**config.mk**
```make
export PLATFORM = sky130hd
export DESIGN_NAME = single_wire_sensor_frame_reader
export DESIGN_NICKNAME = d
export VERILOG_FILES = /design/src/rtl/core/swsfr_pkg.sv /design/src/rtl/core/single_wire_sensor_frame_reader.sv /design/src/rtl/core/swsfr_cfg.sv /design/src/rtl/core/swsfr_core.sv
export SDC_FILE = /design/constraint.sdc
export NUM_CORES = 1
export LEC_CHECK = 0
export ABC_AREA = 1
export BUFFER_PORTS_ARGS = -buffer_cell sky130_fd_sc_hd__buf_4
export CORE_MARGIN = 1.5
export CORE_UTILIZATION = 55
export CTS_CLUSTER_SIZE = 28
export DETAILED_ROUTE_END_ITERATION = 10
export PLACE_DENSITY = 0.74
export SLEW_MARGIN = 20
export SYNTH_ARGS = -nofsm -noshare
export SYNTH_HDL_FRONTEND = slang
export SYNTH_HIERARCHICAL = 1
export SYNTH_SLANG_ARGS = --single-unit
```
**constraint.sdc**
```tcl
create_clock -name i_clk -period 14.2 [get_ports i_clk]
set_input_delay 2.84 -clock i_clk [delete_from_list [all_inputs] [get_ports i_clk]]
set_output_delay 2.84 -clock i_clk [all_outputs]
set_load 0.01 [all_outputs]
```
**src/rtl/core/swsfr_pkg.sv**
```systemverilog
`timescale 1ns / 1ps
`default_nettype none

package swsfr_pkg;

    localparam int unsigned FRAME_BITS = 40;
    localparam int unsigned BIT_CNT_W  = 6;
    localparam int unsigned LIMIT_W    = 17;

    // Register indexes on the configuration port (word address).
    localparam logic [2:0] REG_CYCLES_PER_US   = 3'd0;
    localparam logic [2:0] REG_POWERUP_WAIT    = 3'd1;
    localparam logic [2:0] REG_START_LOW       = 3'd2;
    localparam logic [2:0] REG_SAMPLE_INTERVAL = 3'd3;
    localparam logic [2:0] REG_FRAME_TIMEOUT   = 3'd4;
    localparam logic [2:0] REG_BIT_THRESHOLD   = 3'd5;

    localparam logic [7:0]  RST_CYCLES_PER_US   = 8'd168;
    localparam logic [15:0] RST_POWERUP_WAIT    = 16'd100;
    localparam logic [15:0] RST_START_LOW       = 16'd2;
    localparam logic [15:0] RST_SAMPLE_INTERVAL = 16'd100;
    localparam logic [15:0] RST_FRAME_TIMEOUT   = 16'd2;
    localparam logic [7:0]  RST_BIT_THRESHOLD   = 8'd50;

    // Request kinds.
    localparam logic MODE_TICK = 1'b0;
    localparam logic MODE_EDGE = 1'b1;

    // Sequencer states.
    localparam logic [1:0] SEQ_POWERUP    = 2'd0;
    localparam logic [1:0] SEQ_IDLE       = 2'd1;
    localparam logic [1:0] SEQ_START_LOW  = 2'd2;
    localparam logic [1:0] SEQ_WAIT_FRAME = 2'd3;

    // Capture states.
    localparam logic [2:0] CAP_RESP_FALL  = 3'd0;
    localparam logic [2:0] CAP_RESP_RISE  = 3'd1;
    localparam logic [2:0] CAP_FIRST_FALL = 3'd2;
    localparam logic [2:0] CAP_BIT_RISE   = 3'd3;
    localparam logic [2:0] CAP_BIT_FALL   = 3'd4;

    // Frame events.
    localparam logic [1:0] EV_NONE    = 2'd0;
    localparam logic [1:0] EV_OK      = 2'd1;
    localparam logic [1:0] EV_BAD_SUM = 2'd2;
    localparam logic [1:0] EV_FAIL    = 2'd3;

    typedef struct packed {
        logic [LIMIT_W-1:0] bit_limit;
        logic [15:0]        start_low_ticks;
        logic [15:0]        sample_interval_ticks;
        logic [15:0]        frame_timeout_ticks;
    } t_cfg;

    typedef struct packed {
        logic        line_drive_low;
        logic        listening;
        logic [11:0] humidity_tenths;
        logic [11:0] temperature_tenths;
        logic        data_valid;
        logic [1:0]  frame_event;
    } t_result;

endpackage

`default_nettype wire

```
**src/rtl/core/single_wire_sensor_frame_reader.sv**
```systemverilog
// Channel   | Direction | Handshake                 | Payload
// ----------+-----------+---------------------------+---------------------------------------
// request   | in        | i_in_valid / o_in_ready   | i_mode, i_line_level, i_cycle_stamp
// result    | out       | o_out_valid / i_out_ready | o_line_drive_low, o_listening,
//           |           |                           | o_humidity_tenths, o_temperature_tenths,
//           |           |                           | o_data_valid, o_frame_event
// config    | in        | APB psel/penable/pready   | paddr, pwdata, prdata
//
// Each request gives one result, held first in the input register and then in the
// result register. A request can be accepted every cycle unless the result stalls.
// The sequencer and capture state update from the request in the input register.
// Reset is synchronous and active low; the state returns to the power-up wait.
// A stalled result holds the input register, which fills and then drops o_in_ready.
`timescale 1ns / 1ps
`default_nettype none

module single_wire_sensor_frame_reader (
    input  wire logic        i_clk,
    input  wire logic        i_rst_n,
    input  wire logic        i_in_valid,
    output logic             o_in_ready,
    input  wire logic        i_mode,
    input  wire logic        i_line_level,
    input  wire logic [31:0] i_cycle_stamp,
    output logic             o_out_valid,
    input  wire logic        i_out_ready,
    output logic             o_line_drive_low,
    output logic             o_listening,
    output logic [11:0]      o_humidity_tenths,
    output logic [11:0]      o_temperature_tenths,
    output logic             o_data_valid,
    output logic [1:0]       o_frame_event,
    input  wire logic        psel,
    input  wire logic        penable,
    input  wire logic        pwrite,
    input  wire logic [4:0]  paddr,
    input  wire logic [31:0] pwdata,
    output logic      [31:0] prdata,
    output logic             pready
);

    logic               r_in_valid;
    logic               r_in_mode;
    logic               r_in_level;
    logic [31:0]        r_in_stamp;
    logic               r_out_valid;
    swsfr_pkg::t_result r_out;
    swsfr_pkg::t_result w_res;
    swsfr_pkg::t_cfg    w_cfg;
    logic               w_advance;
    logic               w_step;

    assign w_advance  = !r_out_valid || i_out_ready;
    assign w_step     = r_in_valid && w_advance;
    assign o_in_ready = !r_in_valid || w_advance;

    swsfr_cfg u_cfg (
        .i_clk   (i_clk),
        .i_rst_n (i_rst_n),
        .psel    (psel),
        .penable (penable),
        .pwrite  (pwrite),
        .paddr   (paddr),
        .pwdata  (pwdata),
        .prdata  (prdata),
        .pready  (pready),
        .o_cfg   (w_cfg)
    );

    swsfr_core u_core (
        .i_clk   (i_clk),
        .i_rst_n (i_rst_n),
        .i_step  (w_step),
        .i_mode  (r_in_mode),
        .i_level (r_in_level),
        .i_stamp (r_in_stamp),
        .i_cfg   (w_cfg),
        .o_res   (w_res)
    );

    always_ff @(posedge i_clk) begin
        if (!i_rst_n) begin
            r_in_valid <= 1'b0;
        end else if (o_in_ready) begin
            r_in_valid <= i_in_valid;
        end
    end

    always_ff @(posedge i_clk) begin
        if (o_in_ready && i_in_valid) begin
            r_in_mode  <= i_mode;
            r_in_level <= i_line_level;
            r_in_stamp <= i_cycle_stamp;
        end
    end

    always_ff @(posedge i_clk) begin
        if (!i_rst_n) begin
            r_out_valid <= 1'b0;
        end else if (w_advance) begin
            r_out_valid <= r_in_valid;
        end
    end

    always_ff @(posedge i_clk) begin
        if (w_step) begin
            r_out <= w_res;
        end
    end

    assign o_out_valid          = r_out_valid;
    assign o_line_drive_low     = r_out.line_drive_low;
    assign o_listening          = r_out.listening;
    assign o_humidity_tenths    = r_out.humidity_tenths;
    assign o_temperature_tenths = r_out.temperature_tenths;
    assign o_data_valid         = r_out.data_valid;
    assign o_frame_event        = r_out.frame_event;

`ifndef ASSERT_OFF
    // The start pulse and listening never overlap.
    a_drive_vs_listen: assert property (@(posedge i_clk) disable iff (!i_rst_n)
        o_out_valid |-> !(o_line_drive_low && o_listening))
        else $error("line driven low while listening");

    // An accepted frame always leaves stored readings marked valid.
    a_ok_sets_valid: assert property (@(posedge i_clk) disable iff (!i_rst_n)
        (o_out_valid && o_frame_event == swsfr_pkg::EV_OK) |-> o_data_valid)
        else $error("frame accepted without data valid");

    // A new result only appears when a request sat in the input register.
    a_result_source: assert property (@(posedge i_clk) disable iff (!i_rst_n)
        $rose(o_out_valid) |-> $past(r_in_valid))
        else $error("result without a request");
`endif

endmodule

`default_nettype wire

```
**src/rtl/core/swsfr_cfg.sv**
```systemverilog
`timescale 1ns / 1ps
`default_nettype none

module swsfr_cfg (
    input  wire logic                 i_clk,
    input  wire logic                 i_rst_n,
    input  wire logic                 psel,
    input  wire logic                 penable,
    input  wire logic                 pwrite,
    input  wire logic [4:0]           paddr,
    input  wire logic [31:0]          pwdata,
    output logic      [31:0]          prdata,
    output logic                      pready,
    output swsfr_pkg::t_cfg           o_cfg
);

    logic [7:0]  r_cycles_per_us;
    logic [15:0] r_powerup_wait;
    logic [15:0] r_start_low;
    logic [15:0] r_sample_interval;
    logic [15:0] r_frame_timeout;
    logic [7:0]  r_bit_threshold;
    logic [swsfr_pkg::LIMIT_W-1:0] r_limit;
    logic [swsfr_pkg::LIMIT_W-1:0] n_limit;
    logic [7:0]  n_cycles_per_us;
    logic [7:0]  n_bit_threshold;
    logic [7:0]  w_cpu;
    logic        w_write;
    logic [2:0]  w_index;

    assign pready  = 1'b1;
    assign w_write = psel & penable & pwrite;
    assign w_index = paddr[4:2];

    always_ff @(posedge i_clk) begin
        if (!i_rst_n) begin
            r_cycles_per_us   <= swsfr_pkg::RST_CYCLES_PER_US;
            r_powerup_wait    <= swsfr_pkg::RST_POWERUP_WAIT;
            r_start_low       <= swsfr_pkg::RST_START_LOW;
            r_sample_interval <= swsfr_pkg::RST_SAMPLE_INTERVAL;
            r_frame_timeout   <= swsfr_pkg::RST_FRAME_TIMEOUT;
            r_bit_threshold   <= swsfr_pkg::RST_BIT_THRESHOLD;
        end else if (w_write) begin
            case (w_index)
                swsfr_pkg::REG_CYCLES_PER_US:   r_cycles_per_us   <= pwdata[7:0];
                swsfr_pkg::REG_POWERUP_WAIT:    r_powerup_wait    <= pwdata[15:0];
                swsfr_pkg::REG_START_LOW:       r_start_low       <= pwdata[15:0];
                swsfr_pkg::REG_SAMPLE_INTERVAL: r_sample_interval <= pwdata[15:0];
                swsfr_pkg::REG_FRAME_TIMEOUT:   r_frame_timeout   <= pwdata[15:0];
                swsfr_pkg::REG_BIT_THRESHOLD:   r_bit_threshold   <= pwdata[7:0];
                default: begin
                end
            endcase
        end
    end

    assign n_cycles_per_us = (w_write && w_index == swsfr_pkg::REG_CYCLES_PER_US) ?
                             pwdata[7:0] : r_cycles_per_us;
    assign n_bit_threshold = (w_write && w_index == swsfr_pkg::REG_BIT_THRESHOLD) ?
                             pwdata[7:0] : r_bit_threshold;

    // The bit decision limit is kept in a register so that the multiply
    // stays off the per-request path. It is taken from the next register
    // values, so it changes at the same edge as a write. A rate of zero
    // counts as one.
    assign w_cpu   = (n_cycles_per_us == 8'd0) ? 8'd1 : n_cycles_per_us;
    assign n_limit = ({8'd0, 1'b0, n_bit_threshold} + 17'd1) * {9'd0, w_cpu};

    always_ff @(posedge i_clk) begin
        if (!i_rst_n) begin
            r_limit <= ({9'd0, swsfr_pkg::RST_BIT_THRESHOLD} + 17'd1)
                       * {9'd0, swsfr_pkg::RST_CYCLES_PER_US};
        end else begin
            r_limit <= n_limit;
        end
    end

    always_comb begin
        case (w_index)
            swsfr_pkg::REG_CYCLES_PER_US:   prdata = {24'd0, r_cycles_per_us};
            swsfr_pkg::REG_POWERUP_WAIT:    prdata = {16'd0, r_powerup_wait};
            swsfr_pkg::REG_START_LOW:       prdata = {16'd0, r_start_low};
            swsfr_pkg::REG_SAMPLE_INTERVAL: prdata = {16'd0, r_sample_interval};
            swsfr_pkg::REG_FRAME_TIMEOUT:   prdata = {16'd0, r_frame_timeout};
            swsfr_pkg::REG_BIT_THRESHOLD:   prdata = {24'd0, r_bit_threshold};
            default:                        prdata = 32'd0;
        endcase
    end

    always_comb begin
        o_cfg.bit_limit             = r_limit;
        o_cfg.start_low_ticks       = r_start_low;
        o_cfg.sample_interval_ticks = r_sample_interval;
        o_cfg.frame_timeout_ticks   = r_frame_timeout;
    end

endmodule

`default_nettype wire

```
**src/rtl/core/swsfr_core.sv**
```systemverilog
`timescale 1ns / 1ps
`default_nettype none

module swsfr_core (
    input  wire logic                 i_clk,
    input  wire logic                 i_rst_n,
    input  wire logic                 i_step,
    input  wire logic                 i_mode,
    input  wire logic                 i_level,
    input  wire logic [31:0]          i_stamp,
    input  wire swsfr_pkg::t_cfg      i_cfg,
    output swsfr_pkg::t_result        o_res
);

    logic [1:0]  r_seq,        n_seq;
    logic [2:0]  r_cap,        n_cap;
    logic [15:0] r_cnt,        n_cnt;
    logic [swsfr_pkg::FRAME_BITS-1:0] r_shift, n_shift;
    logic [swsfr_pkg::BIT_CNT_W-1:0]  r_bitcnt, n_bitcnt;
    logic        r_done,       n_done;
    logic        r_err,        n_err;
    logic        r_active,     n_active;
    logic [31:0] r_rise,       n_rise;
    logic [11:0] r_hum,        n_hum;
    logic [11:0] r_temp,       n_temp;
    logic        r_valid_seen, n_valid_seen;
    logic [1:0]  n_event;

    logic [31:0] w_high;
    logic        w_bit;
    logic [swsfr_pkg::BIT_CNT_W-1:0] w_bitcnt_inc;
    logic [7:0]  w_b0, w_b1, w_b2, w_b3, w_b4;
    logic [9:0]  w_sum;
    logic        w_sum_ok;
    logic [11:0] w_hum_calc, w_temp_calc;

    assign w_high       = i_stamp - r_rise;
    assign w_bit        = (w_high >= {15'd0, i_cfg.bit_limit});
    assign w_bitcnt_inc = r_bitcnt + 1'b1;

    assign w_b0 = r_shift[39:32];
    assign w_b1 = r_shift[31:24];
    assign w_b2 = r_shift[23:16];
    assign w_b3 = r_shift[15:8];
    assign w_b4 = r_shift[7:0];
    assign w_sum    = {2'd0, w_b0} + {2'd0, w_b1} + {2'd0, w_b2} + {2'd0, w_b3};
    assign w_sum_ok = (w_sum[7:0] == w_b4);
    // Times ten as two shifted copies.
    assign w_hum_calc  = {1'b0, w_b0, 3'd0} + {3'd0, w_b0, 1'b0} + {4'd0, w_b1};
    assign w_temp_calc = {1'b0, w_b2, 3'd0} + {3'd0, w_b2, 1'b0} + {4'd0, w_b3};

    always_comb begin
        n_seq        = r_seq;
        n_cap        = r_cap;
        n_cnt        = r_cnt;
        n_shift      = r_shift;
        n_bitcnt     = r_bitcnt;
        n_done       = r_done;
        n_err        = r_err;
        n_active     = r_active;
        n_rise       = r_rise;
        n_hum        = r_hum;
        n_temp       = r_temp;
        n_valid_seen = r_valid_seen;
        n_event      = swsfr_pkg::EV_NONE;

        if (i_mode == swsfr_pkg::MODE_TICK) begin
            if (r_done) begin
                n_done = 1'b0;
                if (w_sum_ok) begin
                    n_hum        = w_hum_calc;
                    n_temp       = w_temp_calc;
                    n_valid_seen = 1'b1;
                    n_event      = swsfr_pkg::EV_OK;
                end else begin
                    n_event = swsfr_pkg::EV_BAD_SUM;
                end
                n_active = 1'b0;
                n_seq    = swsfr_pkg::SEQ_IDLE;
                n_cnt    = i_cfg.sample_interval_ticks;
            end else if (r_err) begin
                n_err    = 1'b0;
                n_event  = swsfr_pkg::EV_FAIL;
                n_active = 1'b0;
                n_seq    = swsfr_pkg::SEQ_IDLE;
                n_cnt    = i_cfg.sample_interval_ticks;
            end else begin
                case (r_seq)
                    swsfr_pkg::SEQ_POWERUP, swsfr_pkg::SEQ_IDLE: begin
                        if (r_cnt != 16'd0) begin
                            n_cnt = r_cnt - 16'd1;
                        end else begin
                            n_shift  = '0;
                            n_bitcnt = '0;
                            n_done   = 1'b0;
                            n_err    = 1'b0;
                            n_cap    = swsfr_pkg::CAP_RESP_FALL;
                            n_rise   = 32'd0;
                            n_seq    = swsfr_pkg::SEQ_START_LOW;
                            n_cnt    = i_cfg.start_low_ticks;
                        end
                    end
                    swsfr_pkg::SEQ_START_LOW: begin
                        // The pulse ends on the tick that counts down to zero,
                        // or at once if it was loaded with zero.
                        if (r_cnt > 16'd1) begin
                            n_cnt = r_cnt - 16'd1;
                        end else begin
                            n_shift  = '0;
                            n_bitcnt = '0;
                            n_done   = 1'b0;
                            n_err    = 1'b0;
                            n_cap    = swsfr_pkg::CAP_RESP_FALL;
                            n_rise   = 32'd0;
                            n_active = 1'b1;
                            n_seq    = swsfr_pkg::SEQ_WAIT_FRAME;
                            n_cnt    = i_cfg.frame_timeout_ticks;
                        end
                    end
                    default: begin
                        if (r_cnt != 16'd0) begin
                            n_cnt = r_cnt - 16'd1;
                        end else begin
                            n_event  = swsfr_pkg::EV_FAIL;
                            n_active = 1'b0;
                            n_seq    = swsfr_pkg::SEQ_IDLE;
                            n_cnt    = i_cfg.sample_interval_ticks;
                        end
                    end
                endcase
            end
        end else if (r_active) begin
            if (!i_level) begin
                case (r_cap)
                    swsfr_pkg::CAP_RESP_FALL:  n_cap = swsfr_pkg::CAP_RESP_RISE;
                    swsfr_pkg::CAP_FIRST_FALL: n_cap = swsfr_pkg::CAP_BIT_RISE;
                    swsfr_pkg::CAP_BIT_FALL: begin
                        n_shift  = {r_shift[swsfr_pkg::FRAME_BITS-2:0], w_bit};
                        n_bitcnt = w_bitcnt_inc;
                        if (w_bitcnt_inc >= swsfr_pkg::BIT_CNT_W'(swsfr_pkg::FRAME_BITS)) begin
                            n_active = 1'b0;
                            n_done   = 1'b1;
                        end else begin
                            n_cap = swsfr_pkg::CAP_BIT_RISE;
                        end
                    end
                    default: begin
                        n_active = 1'b0;
                        n_err    = 1'b1;
                    end
                endcase
            end else begin
                case (r_cap)
                    swsfr_pkg::CAP_RESP_RISE: n_cap = swsfr_pkg::CAP_FIRST_FALL;
                    swsfr_pkg::CAP_BIT_RISE: begin
                        n_rise = i_stamp;
                        n_cap  = swsfr_pkg::CAP_BIT_FALL;
                    end
                    default: begin
                        n_active = 1'b0;
                        n_err    = 1'b1;
                    end
                endcase
            end
        end
    end

    always_ff @(posedge i_clk) begin
        if (!i_rst_n) begin
            r_seq        <= swsfr_pkg::SEQ_POWERUP;
            r_cap        <= swsfr_pkg::CAP_RESP_FALL;
            r_cnt        <= swsfr_pkg::RST_POWERUP_WAIT;
            r_shift      <= '0;
            r_bitcnt     <= '0;
            r_done       <= 1'b0;
            r_err        <= 1'b0;
            r_active     <= 1'b0;
            r_rise       <= 32'd0;
            r_hum        <= 12'd0;
            r_temp       <= 12'd0;
            r_valid_seen <= 1'b0;
        end else if (i_step) begin
            r_seq        <= n_seq;
            r_cap        <= n_cap;
            r_cnt        <= n_cnt;
            r_shift      <= n_shift;
            r_bitcnt     <= n_bitcnt;
            r_done       <= n_done;
            r_err        <= n_err;
            r_active     <= n_active;
            r_rise       <= n_rise;
            r_hum        <= n_hum;
            r_temp       <= n_temp;
            r_valid_seen <= n_valid_seen;
        end
    end

    always_comb begin
        o_res.line_drive_low     = (n_seq == swsfr_pkg::SEQ_START_LOW);
        o_res.listening          = n_active;
        o_res.humidity_tenths    = n_hum;
        o_res.temperature_tenths = n_temp;
        o_res.data_valid         = n_valid_seen;
        o_res.frame_event        = n_event;
    end

endmodule

`default_nettype wire

```
==> flow_summary.json, run 1 <==
{
  "outcome": "finished clean",
  "cts_inserted_buffers": 34,
  "synth_area_leaders": "dfxtp_1, nand2_1, edfxtp_1",
  "required_ps": 14650,
  "drive_gt1_frac": 0.0936,
  "track_usage": 0.265,
  "maxSlewViolCount": 0,
  "yosysTopAreaCell": "dfxtp_1",
  "crit_path_end_kind": "register",
  "h-tree-depth": 2,
  "fin_crit_sh": 0.547,
  "final_cell_mix": "nand2_1, inv_1, nor2_1",
  "final_nets": 2914,
  "cts_buffer_depth": 3,
  "tns_ps": 0,
  "ant_nets": 0,
  "rr_endpoint": "u_cfg/r_limit[13]$_SDFF_PN1_",
  "busiest_layer": "met2",
  "rsz0062_at_grt": "false",
  "switching_share": 0.266,
  "syn_to_final_growth_pct": 10.7,
  "hold_path.class": "reg2reg",
  "worstPathArrival_ps": 8210,
  "cts-root-buf": "clkbuf_16",
  "synth_top_area_share": 0.238,
  "hpwlAfterDp_mm": 34.0,
  "reg2reg_depth": 19,
  "gp_congestion": 0.933,
  "synth_area_per_cell_sq_um": 7.39,
  "hold_buffers": 0,
  "fin_crit_ps": 7760,
  "grt_overflow_total": 0,
  "setup_ws_ps": 6440,
  "cts_setup_buffers": 0,
  "cap_violations": 0,
  "critical_path_class": "in2reg",
  "skew_ps": 23.8,
  "worstSetupStartpointType": "input pin",
  "met3_usage": 0.0334,
  "synth_cell_types": 53,
  "synth_cells": 2577,
  "power.total_mw": 2.02,
  "worst-path-stages": 22,
  "synth-edff-count": 63,
  "place_ws_ps": 6030,
  "use_met1": 0.361,
  "p_seq_frac": 0.437,
  "drc": 0,
  "die_y_microns": 189,
  "drt_pass1_iterations": 6,
  "synth-main-ff-cell": "dfxtp_1",
  "slew_headroom": 0.337,
  "place.port_buffers": 106,
  "p_sw_uw": 536,
  "drt_wl_total_mm": 46.7,
  "clock_power_share": 0.418,
  "diodes": 0,
  "p_leak_nw": 9.97,
  "synth_compound_area_frac": 0.123,
  "hold_viol": 0,
  "cts_resized": 0,
  "rrSetupSlack_ps": 9120,
  "synthAdderAreaFrac": 0.151,
  "grt_max_degree": 89,
  "num_rows": 67,
  "slowest_delay_ps": 560,
  "insertion_delay_ps": 520,
  "ys_warn_count": 6,
  "cp_top_family": "adder cells",
  "tightest_slew_ps": 991,
  "power.density_nw_per_um2": 95.7,
  "grt_antenna_before_repair": 1,
  "clock_sinks": 289,
  "use_met2": 0.441,
  "ir_worst_vdd_mv": 0.0905,
  "worstSetupEndpoint": "u_cfg/r_limit[13]$_SDFF_PN1_",
  "cp_slowest_cell": "fa_1",
  "yosysSeqAreaShare": 0.337,
  "max_freq_mhz": 129,
  "wl_per_cell_microns": 15.0,
  "muxShareOfSynthArea": 0,
  "stdcell_area_sq_um": 21100,
  "synthXorXnorAreaFrac": 0.0253,
  "synth_top_family_by_area": "simple AND/OR/NAND/NOR gates",
  "fin_util": 0.624,
  "drtIter0Drc": 1085,
  "cts_tree": "built",
  "path_cells": "buf_4 -> inv_2 -> nand3_4 -> o21ai_0 -> nand2_1 -> ha_1 -> or2_2 -> nand2_1 -> nor2_1 -> fa_1 -> fa_1 -> fa_1 -> inv_1 -> fa_1 -> inv_1 -> ha_1 -> nand2_1 -> inv_1 -> a21oi_1 -> o21ai_0 -> or2_2 -> nand2_1",
  "synthSimpleGateAreaFrac": 0.261,
  "vias": 16808,
  "finalSetupViolations": 0,
  "layout_commonest_cell": "nand2_1",
  "ios": 142,
  "p_comb_frac": 0.145,
  "cp_max_fo": 16,
  "grt_pass1_wl_mm": 78.0,
  "die-area_sq_um": 35800,
  "clk_pin_slew_worst_paths_ps": 60,
  "reg2reg_from": "u_cfg/r_bit_threshold[1]$_SDFFE_PN1N_",
  "synth-seq-cells": 289,
  "vias_per_cell": 5.39,
  "fp.dieW_microns": 189,
  "startpoint": "paddr[3]",
  "async_reset_ff_frac": 0,
  "grt_pass1_vias": 16264,
  "crit_buf_inv": 5,
  "fp.coreArea_sq_um": 33800,
  "start_util": 0.564,
  "dpl_cell_area_sq_um": 20000,
  "p_int_mw": 1.48,
  "synth_area_sq_um": 19000
}
[kinds of logic (layout without fill, tap and decap cells)]
group                      after synthesis  after routing
buffers and inverters                  472            551
adders and majority gates              188            188
AOI/OAI and AO/OA                      405            405
xor gates and xnor gates                55             55
other                                    2             17
DFF                                    289            289
and+or+nand+nor                       1166           1166
[power by group through the flow]
stage                     clock network, mW  logic, mW  registers [mW]
after global placement                    0      0.282           0.898
after global routing                  0.890      0.336           0.884
after detailed placement                  0      0.289           0.898
final                                 0.843      0.293           0.881
after floorplan                           0      0.211           0.896
after CTS                             0.860      0.292           0.881
[per-stage QoR]
| step | hold slack (ps) | std cells |
|---|---|---|
| after floorplan | 436 | 2592 |
| after global placement | 449 | 3060 |
| after detailed placement | 449 | 3060 |
| after CTS | 458 | 3119 |
| after global routing | 488 | 3119 |
| final | 460 | 3119 |
[layout make-up]
cell class                      instances  area [sq um]
Timing Repair Buffer                  116           871
Sequential cell                       289          6420
Inverter                              376          1420
Clock buffer                           51          1010
Clock inverter                          8          71.3
Multi-Input combinational cell       1831         10700
Fill cell                            3010         12700
Tap cell                              448           561
[registers in the layout, indices dropped and copies added, names as in the netlist, 16 cells and up]
name / flops
u_core/r_cnt: 16
u_cfg/r_powerup_wait: 16
r_in_stamp: 32
u_cfg/r_sample_interval: 16
u_cfg/r_start_low: 16
u_core/r_rise: 32
u_cfg/r_limit: 17
u_core/r_shift: 40
u_cfg/r_frame_timeout: 16
[synthesized netlist by cell type (3+ instances only)]
| library cell | count |
|---|---|
| a21oi_1 | 169 |
| nor2_2 | 17 |
| or2_2 | 12 |
| inv_1 | 362 |
| nand3_1 | 109 |
| nor2_4 | 3 |
| o21bai_1 | 6 |
| and2_1 | 3 |
| edfxtp_1 | 63 |
| nor2_1 | 296 |
| dfxtp_1 | 226 |
| xor2_1 | 38 |
| clkbuf_1 | 44 |
| buf_2 | 19 |
| nand2_2 | 17 |
| fa_1 | 69 |
| a211oi_1 | 21 |
| inv_2 | 10 |
| nand3_2 | 4 |
| a22oi_1 | 25 |
| nand4_1 | 37 |
| nor3_1 | 13 |
| nor3_2 | 3 |
| buf_4 | 24 |
| a221oi_1 | 13 |
| o221ai_1 | 3 |
| o22ai_1 | 3 |
| nand2_1 | 629 |
| buf_6 | 9 |
| ha_1 | 119 |
| a21boi_0 | 7 |
| o21ai_0 | 113 |
| o211ai_1 | 24 |
| xnor2_1 | 17 |
| nand3b_1 | 11 |
| o21ai_1 | 9 |
| nand2_4 | 6 |
[layer usage]
| layer | share of wire | up-vias |
|---|---|---|
| li1 | - | 8411 |
| met5 | 0.00039 | - |
| met3 | 0.062 | 71 |
| met4 | 0.019 | 2 |
| met2 | 0.46 | 533 |
| met1 | 0.46 | 7791 |
[worst min-delay path by stage]
stage                                                 from                                to  slack, ps  cells past startpoint
after global routing         u_core/r_rise[6]$_SDFFE_PN0P_     u_core/r_rise[6]$_SDFFE_PN0P_        490                      2
final                     u_core/r_valid_seen$_SDFFE_PN0P_  u_core/r_valid_seen$_SDFFE_PN0P_        460                      2
after detailed placement  u_core/r_valid_seen$_SDFFE_PN0P_  u_core/r_valid_seen$_SDFFE_PN0P_        450                      2
after CTS                 u_core/r_valid_seen$_SDFFE_PN0P_  u_core/r_valid_seen$_SDFFE_PN0P_        460                      2
after global placement    u_core/r_valid_seen$_SDFFE_PN0P_  u_core/r_valid_seen$_SDFFE_PN0P_        450                      2
after floorplan           u_core/r_valid_seen$_SDFFE_PN0P_  u_core/r_valid_seen$_SDFFE_PN0P_        440                      2
[worst register-to-register path: stages (launching register included)]
cell,delay (ps)
dfxtp_1,300
o21ai_0,120
nand2_1,200
ha_1,270
or2_2,310
nand2_1,260
nor2_1,110
fa_1,510
fa_1,540
fa_1,560
inv_1,60
fa_1,520
inv_1,40
ha_1,350
nand2_1,90
inv_1,50
a21oi_1,220
o21ai_0,140
or2_2,290
nand2_1,80
Note: power is estimated with default switching activity, not from simulation.
==> run 2: changes to the inputs <==
Settings changed: ABC_AREA 1 to 0, PLACE_DENSITY 0.74 to 0.77.
Clock period 14.2 ns to 6.9 ns, I/O delays scaled along.
==> flow_summary.json, run 2 <==
{
  "outcome": "finished clean",
  "num_rows": 67,
  "ir_worst_vdd_mv": 0.184,
  "yosysSeqAreaShare": 0.346,
  "cts_setup_buffers": 0,
  "async_reset_ff_frac": 0,
  "hold_path.class": "reg2reg",
  "synth_top_area_share": 0.244,
  "synth_area_per_cell_sq_um": 8.74,
  "syn_to_final_growth_pct": 13.4,
  "layout_commonest_cell": "nand2_1",
  "synth_cells": 2121,
  "place_inst": 2611,
  "slew_headroom": 0.322,
  "cts_inserted_buffers": 34,
  "drive_gt1_frac": 0.141,
  "track_usage": 0.257,
  "yosysMostFrequentCell": "nand2_1",
  "finalSetupViolations": 0,
  "worstSetupStartpointType": "input pin",
  "critical_path_class": "in2reg",
  "regMostFlops": "u_core/r_shift",
  "hold_viol": 0,
  "whs_ps": 455,
  "maxSlewViolCount": 0,
  "tns_ps": 0,
  "drt_wl_total_mm": 45.4,
  "clock_sinks": 289,
  "cp_max_fo": 6,
  "fin_crit_ps": 6310,
  "fp.dieW_microns": 187,
  "cts_tree": "built",
  "p_leak_nw": 8.38,
  "crit_path_end_kind": "register",
  "ios": 142,
  "synth-edff-count": 63,
  "max_freq_mhz": 158,
  "regArea_sq_um": 6420,
  "grt_overflow_total": 0,
  "multiInputGateArea_sq_um": 11100,
  "synth_cell_types": 77,
  "power.total_mw": 4.06,
  "vias": 15630,
  "die_y_microns": 187,
  "fin_crit_sh": 0.915,
  "cts-root-buf": "clkbuf_16",
  "cts_buffer_depth": 3,
  "tightest_slew_ps": 1020,
  "cts_resized": 0,
  "synth_area_sq_um": 18500,
  "reg_top3": "u_core/r_shift: 40 flops, r_in_stamp: 32 flops, u_core/r_rise: 32 flops",
  "hold_buffers": 0,
  "grt_pass1_vias": 15223,
  "vias_per_cell": 5.85,
  "grt_pass1_wl_mm": 74.4,
  "worstPathArrival_ps": 6720,
  "gp_congestion": 0.906,
  "stdcell_count": 2673,
  "fp.coreArea_sq_um": 33400,
  "h-tree-depth": 2,
  "rsz0062_at_grt": "false",
  "place.port_buffers": 106,
  "required_ps": 7310,
  "power.density_nw_per_um2": 193,
  "ant_nets": 0,
  "reg2reg_depth": 16,
  "clk_pin_slew_worst_paths_ps": 60,
  "synth_commonest_cells": "nand2_1, dfxtp_1, inv_1",
  "start_util": 0.555,
  "final_nets": 2466,
  "largest_reg_flops": 40,
  "diodes": 0,
  "drt_pass1_iterations": 5,
  "whs_path_depth": 2,
  "yosysTopAreaCell": "dfxtp_1",
  "hpwlAfterDp_mm": 31.9,
  "ys_warn_count": 6,
  "skew_ps": 21.5,
  "insertion_delay_ps": 520,
  "cap_violations": 0,
  "grt_max_degree": 85,
  "synth-seq-cells": 289,
  "die-area_sq_um": 34800,
  "num-fill-cells": 2764,
  "synth-main-ff-cell": "dfxtp_1",
  "drc": 0,
  "synth_area_leaders": "dfxtp_1, edfxtp_1, ha_1",
  "drtIter0Drc": 1124,
  "grt_antenna_before_repair": 0,
  "final_cell_mix": "nand2_1, dfxtp_1, buf_4",
  "wl_per_cell_microns": 17.0
}
## run 2: layer usage
| layer | part of all wire | routed length (microns) | vias up | global-route usage |
|---|---|---|---|---|
| li1 | - | - | 7467 | - |
| met1 | 0.43 | 19300 | 7459 | 0.327 |
| met2 | 0.47 | 21500 | 577 | 0.432 |
| met3 | 0.060 | 2740 | 127 | 0.0357 |
| met4 | 0.040 | 1810 | 0 | 0.123 |
| met5 | 0 | 0 | - | 0 |
## run 2: report_power, final
part | internal, mW | switching (mW)
clock | 1.06 | 0.707
combinational | 0.214 | 0.285
sequential | 1.77 | 0.0274
## run 2: cell type report
| class | instances | share of cell area |
|---|---|---|
| sequential | 289 | 0.305 |
| clock buffer | 51 | 0.0483 |
| clock inverter | 10 | 0.00440 |
| multi-input combinational | 1563 | 0.530 |
| timing repair buffer | 161 | 0.0584 |
| inverter | 151 | 0.0270 |
| tap | 448 | 0.0267 |
## run 2: logic make-up (layout without fill, tap and decap cells)
kind of cell,count (synthesis),after routing,synth area share
multiplexers,71,71,0.0446
other,2,17,0.000405
buffers and inverters,284,373,0.0624
AND/OR/NAND/NOR,730,730,0.187
adder cells (fa/ha/maj),188,188,0.155
flip-flops,289,289,0.346
XOR/XNOR,84,84,0.0397
AO/OA/AOI/OAI,473,473,0.165
## run 2: final timing paths
kind                            slack (ps)                                   from                               endpoint
worst max-delay path                   590                                 pwrite           u_cfg/r_limit[13]$_SDFF_PN1_
worst min-delay path                   450  u_cfg/r_powerup_wait[13]$_SDFFE_PN0P_  u_cfg/r_powerup_wait[13]$_SDFFE_PN0P_
worst max register to register        1580  u_cfg/r_bit_threshold[2]$_SDFFE_PN0N_           u_cfg/r_limit[16]$_SDFF_PN0_
worst min register to register         450  u_cfg/r_powerup_wait[13]$_SDFFE_PN0P_  u_cfg/r_powerup_wait[13]$_SDFFE_PN0P_
## run 2: worst max-delay path: stages
cell	delay (ps)
buf_4	80
nand4_1	170
nor2_4	210
mux2_2	390
ha_4	200
nand3_1	100
xnor2_1	180
o21ai_4	110
or2_2	300
fa_1	470
fa_1	490
inv_1	60
fa_1	520
inv_1	50
fa_1	520
inv_1	40
ha_1	300
o21a_1	120
o31a_1	110
o311ai_0	380
buf_4	190
o21bai_1	70
mux2_2	270
## run 2: per-stage QoR
| stage | cell area, sq um | setup slack (ps) | utilization |
|---|---|---|---|
| 2_1_floorplan | 18700 | 5.72 | - |
| 3_3_place_gp | 19900 | 105 | 0.596 |
| 3_5_place_dp | 19900 | 43.5 | 0.596 |
| 4_1_cts | 21000 | 584 | 0.629 |
| 5_1_grt | 21000 | 373 | 0.630 |
| 6_report | 21000 | 586 | 0.630 |
==> run 3: changes to the inputs <==
==> constraint.sdc (replaced) <==
create_clock -name i_clk -period 6.9 [get_ports i_clk]
set_input_delay 0.69 -clock i_clk [delete_from_list [all_inputs] [get_ports i_clk]]
set_output_delay 0.69 -clock i_clk [all_outputs]
set_load 0.01 [all_outputs]
==> flow_summary.json, run 3 (synthesized netlist as in run 2, its figures left out) <==
{
  "outcome": "finished clean",
  "num-fill-cells": 2794,
  "place.port_buffers": 106,
  "cts-root-buf": "clkbuf_16",
  "p_comb_frac": 0.118,
  "fp.coreArea_sq_um": 33400,
  "p_sw_mw": 1.03,
  "reg_top3": "u_core/r_shift: 40 flops, r_in_stamp: 32 flops, u_core/r_rise: 32 flops",
  "hold_viol": 0,
  "fin_util": 0.624,
  "required_ps": 7340,
  "cp_max_fo": 6,
  "slew_headroom": 0.319,
  "start_util": 0.555,
  "diodes": 0,
  "final_cell_mix": "nand2_1, dfxtp_1, inv_1",
  "fin_crit_ps": 6100,
  "fin_crit_sh": 0.884,
  "fp.dieW_microns": 187,
  "grt_pass1_vias": 14879,
  "cts_setup_buffers": 0,
  "wl_per_cell_microns": 17.0,
  "final_nets": 2450,
  "ir_worst_vdd_mv": 0.188,
  "cts_buffer_depth": 3,
  "whs_ps": 340,
  "ios": 142,
  "hold_path.class": "in2reg",
  "cap_violations": 0,
  "power.density_nw_per_um2": 195,
  "grt_max_degree": 93,
  "drive_gt1_frac": 0.131,
  "p_leak_nw": 8.30,
  "drtIter0Drc": 1092,
  "finalSetupViolations": 0,
  "p_int_mw": 3.04,
  "largest_reg_flops": 40,
  "num_rows": 67,
  "setup_ws_ps": 802,
  "tns_ps": 0,
  "h-tree-depth": 2,
  "grt_pass1_wl_mm": 74.3,
  "worstPathArrival_ps": 6540,
  "vias": 15397,
  "die_y_microns": 187,
  "gp_congestion": 0.886,
  "cts_tree": "built",
  "vias_per_cell": 5.79,
  "skew_ps": 15.7,
  "syn_to_final_growth_pct": 12.4,
  "layout_commonest_cell": "nand2_1",
  "cts_inserted_buffers": 34,
  "worstSetupStartpointType": "input pin",
  "clock_sinks": 289,
  "switching_share": 0.253,
  "grt_overflow_total": 0,
  "maxSlewViolCount": 0,
  "clock_power_share": 0.440,
  "place_ws_ps": 316,
  "hpwlAfterDp_mm": 31.7,
  "hold_buffers": 0,
  "drc": 0,
  "rsz0062_at_grt": "false",
  "insertion_delay_ps": 530,
  "regMostFlops": "u_core/r_shift",
  "crit_path_end_kind": "register",
  "power.total_mw": 4.07,
  "cts_resized": 0,
  "p_seq_frac": 0.442,
  "die-area_sq_um": 34800,
  "grt_antenna_before_repair": 0,
  "critical_path_class": "in2reg",
  "drt_wl_total_mm": 45.3,
  "drt_pass1_iterations": 5,
  "max_freq_mhz": 164,
  "track_usage": 0.257,
  "clk_pin_slew_worst_paths_ps": 60,
  "tightest_slew_ps": 1020,
  "ant_nets": 0
}
## run 3: changes by cell type in the layout (fill, tap and decap cells not counted), sizes merged
cell,change
buf,-16
clkinv,+6
clkbuf,-3
inv,-2
## run 3: worst max-delay path, stage by stage
cell,delay (ps)
buf_4,120
nand2b_1,160
nor2_2,220
mux2_2,380
ha_1,280
nand3_1,130
xor2_1,140
nand2_1,60
o21ai_1,270
nor2_1,130
fa_1,520
inv_1,50
fa_1,500
fa_1,540
inv_1,60
fa_1,470
ha_1,370
and2_1,180
a221o_1,360
a311o_1,380
or3_1,370
a21oi_1,150
## run 3: power groups by stage
stage	logic, mW	clock network, mW	registers [mW]
after floorplan	0.336	0	1.83
after global placement	0.461	0	1.83
after detailed placement	0.473	0	1.83
after CTS	0.476	1.82	1.80
after global routing	0.533	1.88	1.80
final	0.478	1.79	1.80
## run 3: metal layers
metal / part of all wire / up-vias / GRT usage
met5: 0 / - / 0
met4: 0.035 / 0 / 0.109
met3: 0.053 / 105 / 0.0327
met2: 0.47 / 516 / 0.434
met1: 0.44 / 7326 / 0.332
li1: - / 7450 / -
## run 3: metrics by stage
step	std cells	instance area, sq um
finish	2658	20800
global route	2658	20800
CTS	2657	20800
detailed placement	2595	19700
global placement	2595	19700
floorplan	2136	18600
## run 3: path summary, 6_finish.rpt
| path | start | to | slack (ps) | cells past startpoint |
|---|---|---|---|---|
| setup / recovery | paddr[3] | u_cfg/r_limit[16]$_SDFF_PN0_ | 800 | 22 |
| hold / removal | i_cycle_stamp[16] | r_in_stamp[16]$_DFFE_PP_ | 340 | 1 |
| setup reg to reg | u_cfg/r_bit_threshold[1]$_SDFFE_PN1N_ | u_cfg/r_limit[16]$_SDFF_PN0_ | 1150 | 18 |
| hold reg to reg | u_cfg/r_powerup_wait[9]$_SDFFE_PN0P_ | u_cfg/r_powerup_wait[9]$_SDFFE_PN0P_ | 450 | 2 |
## run 3: area by class of cell
class,instances,area [sq um],share of cell area
timing repair buffer,145,1110,0.0532
multi-input combinational,1563,11100,0.531
clock inverter,14,101,0.00487
tap,448,561,0.0269
inverter,151,567,0.0272
clock buffer,48,1020,0.0489
sequential,289,6420,0.308
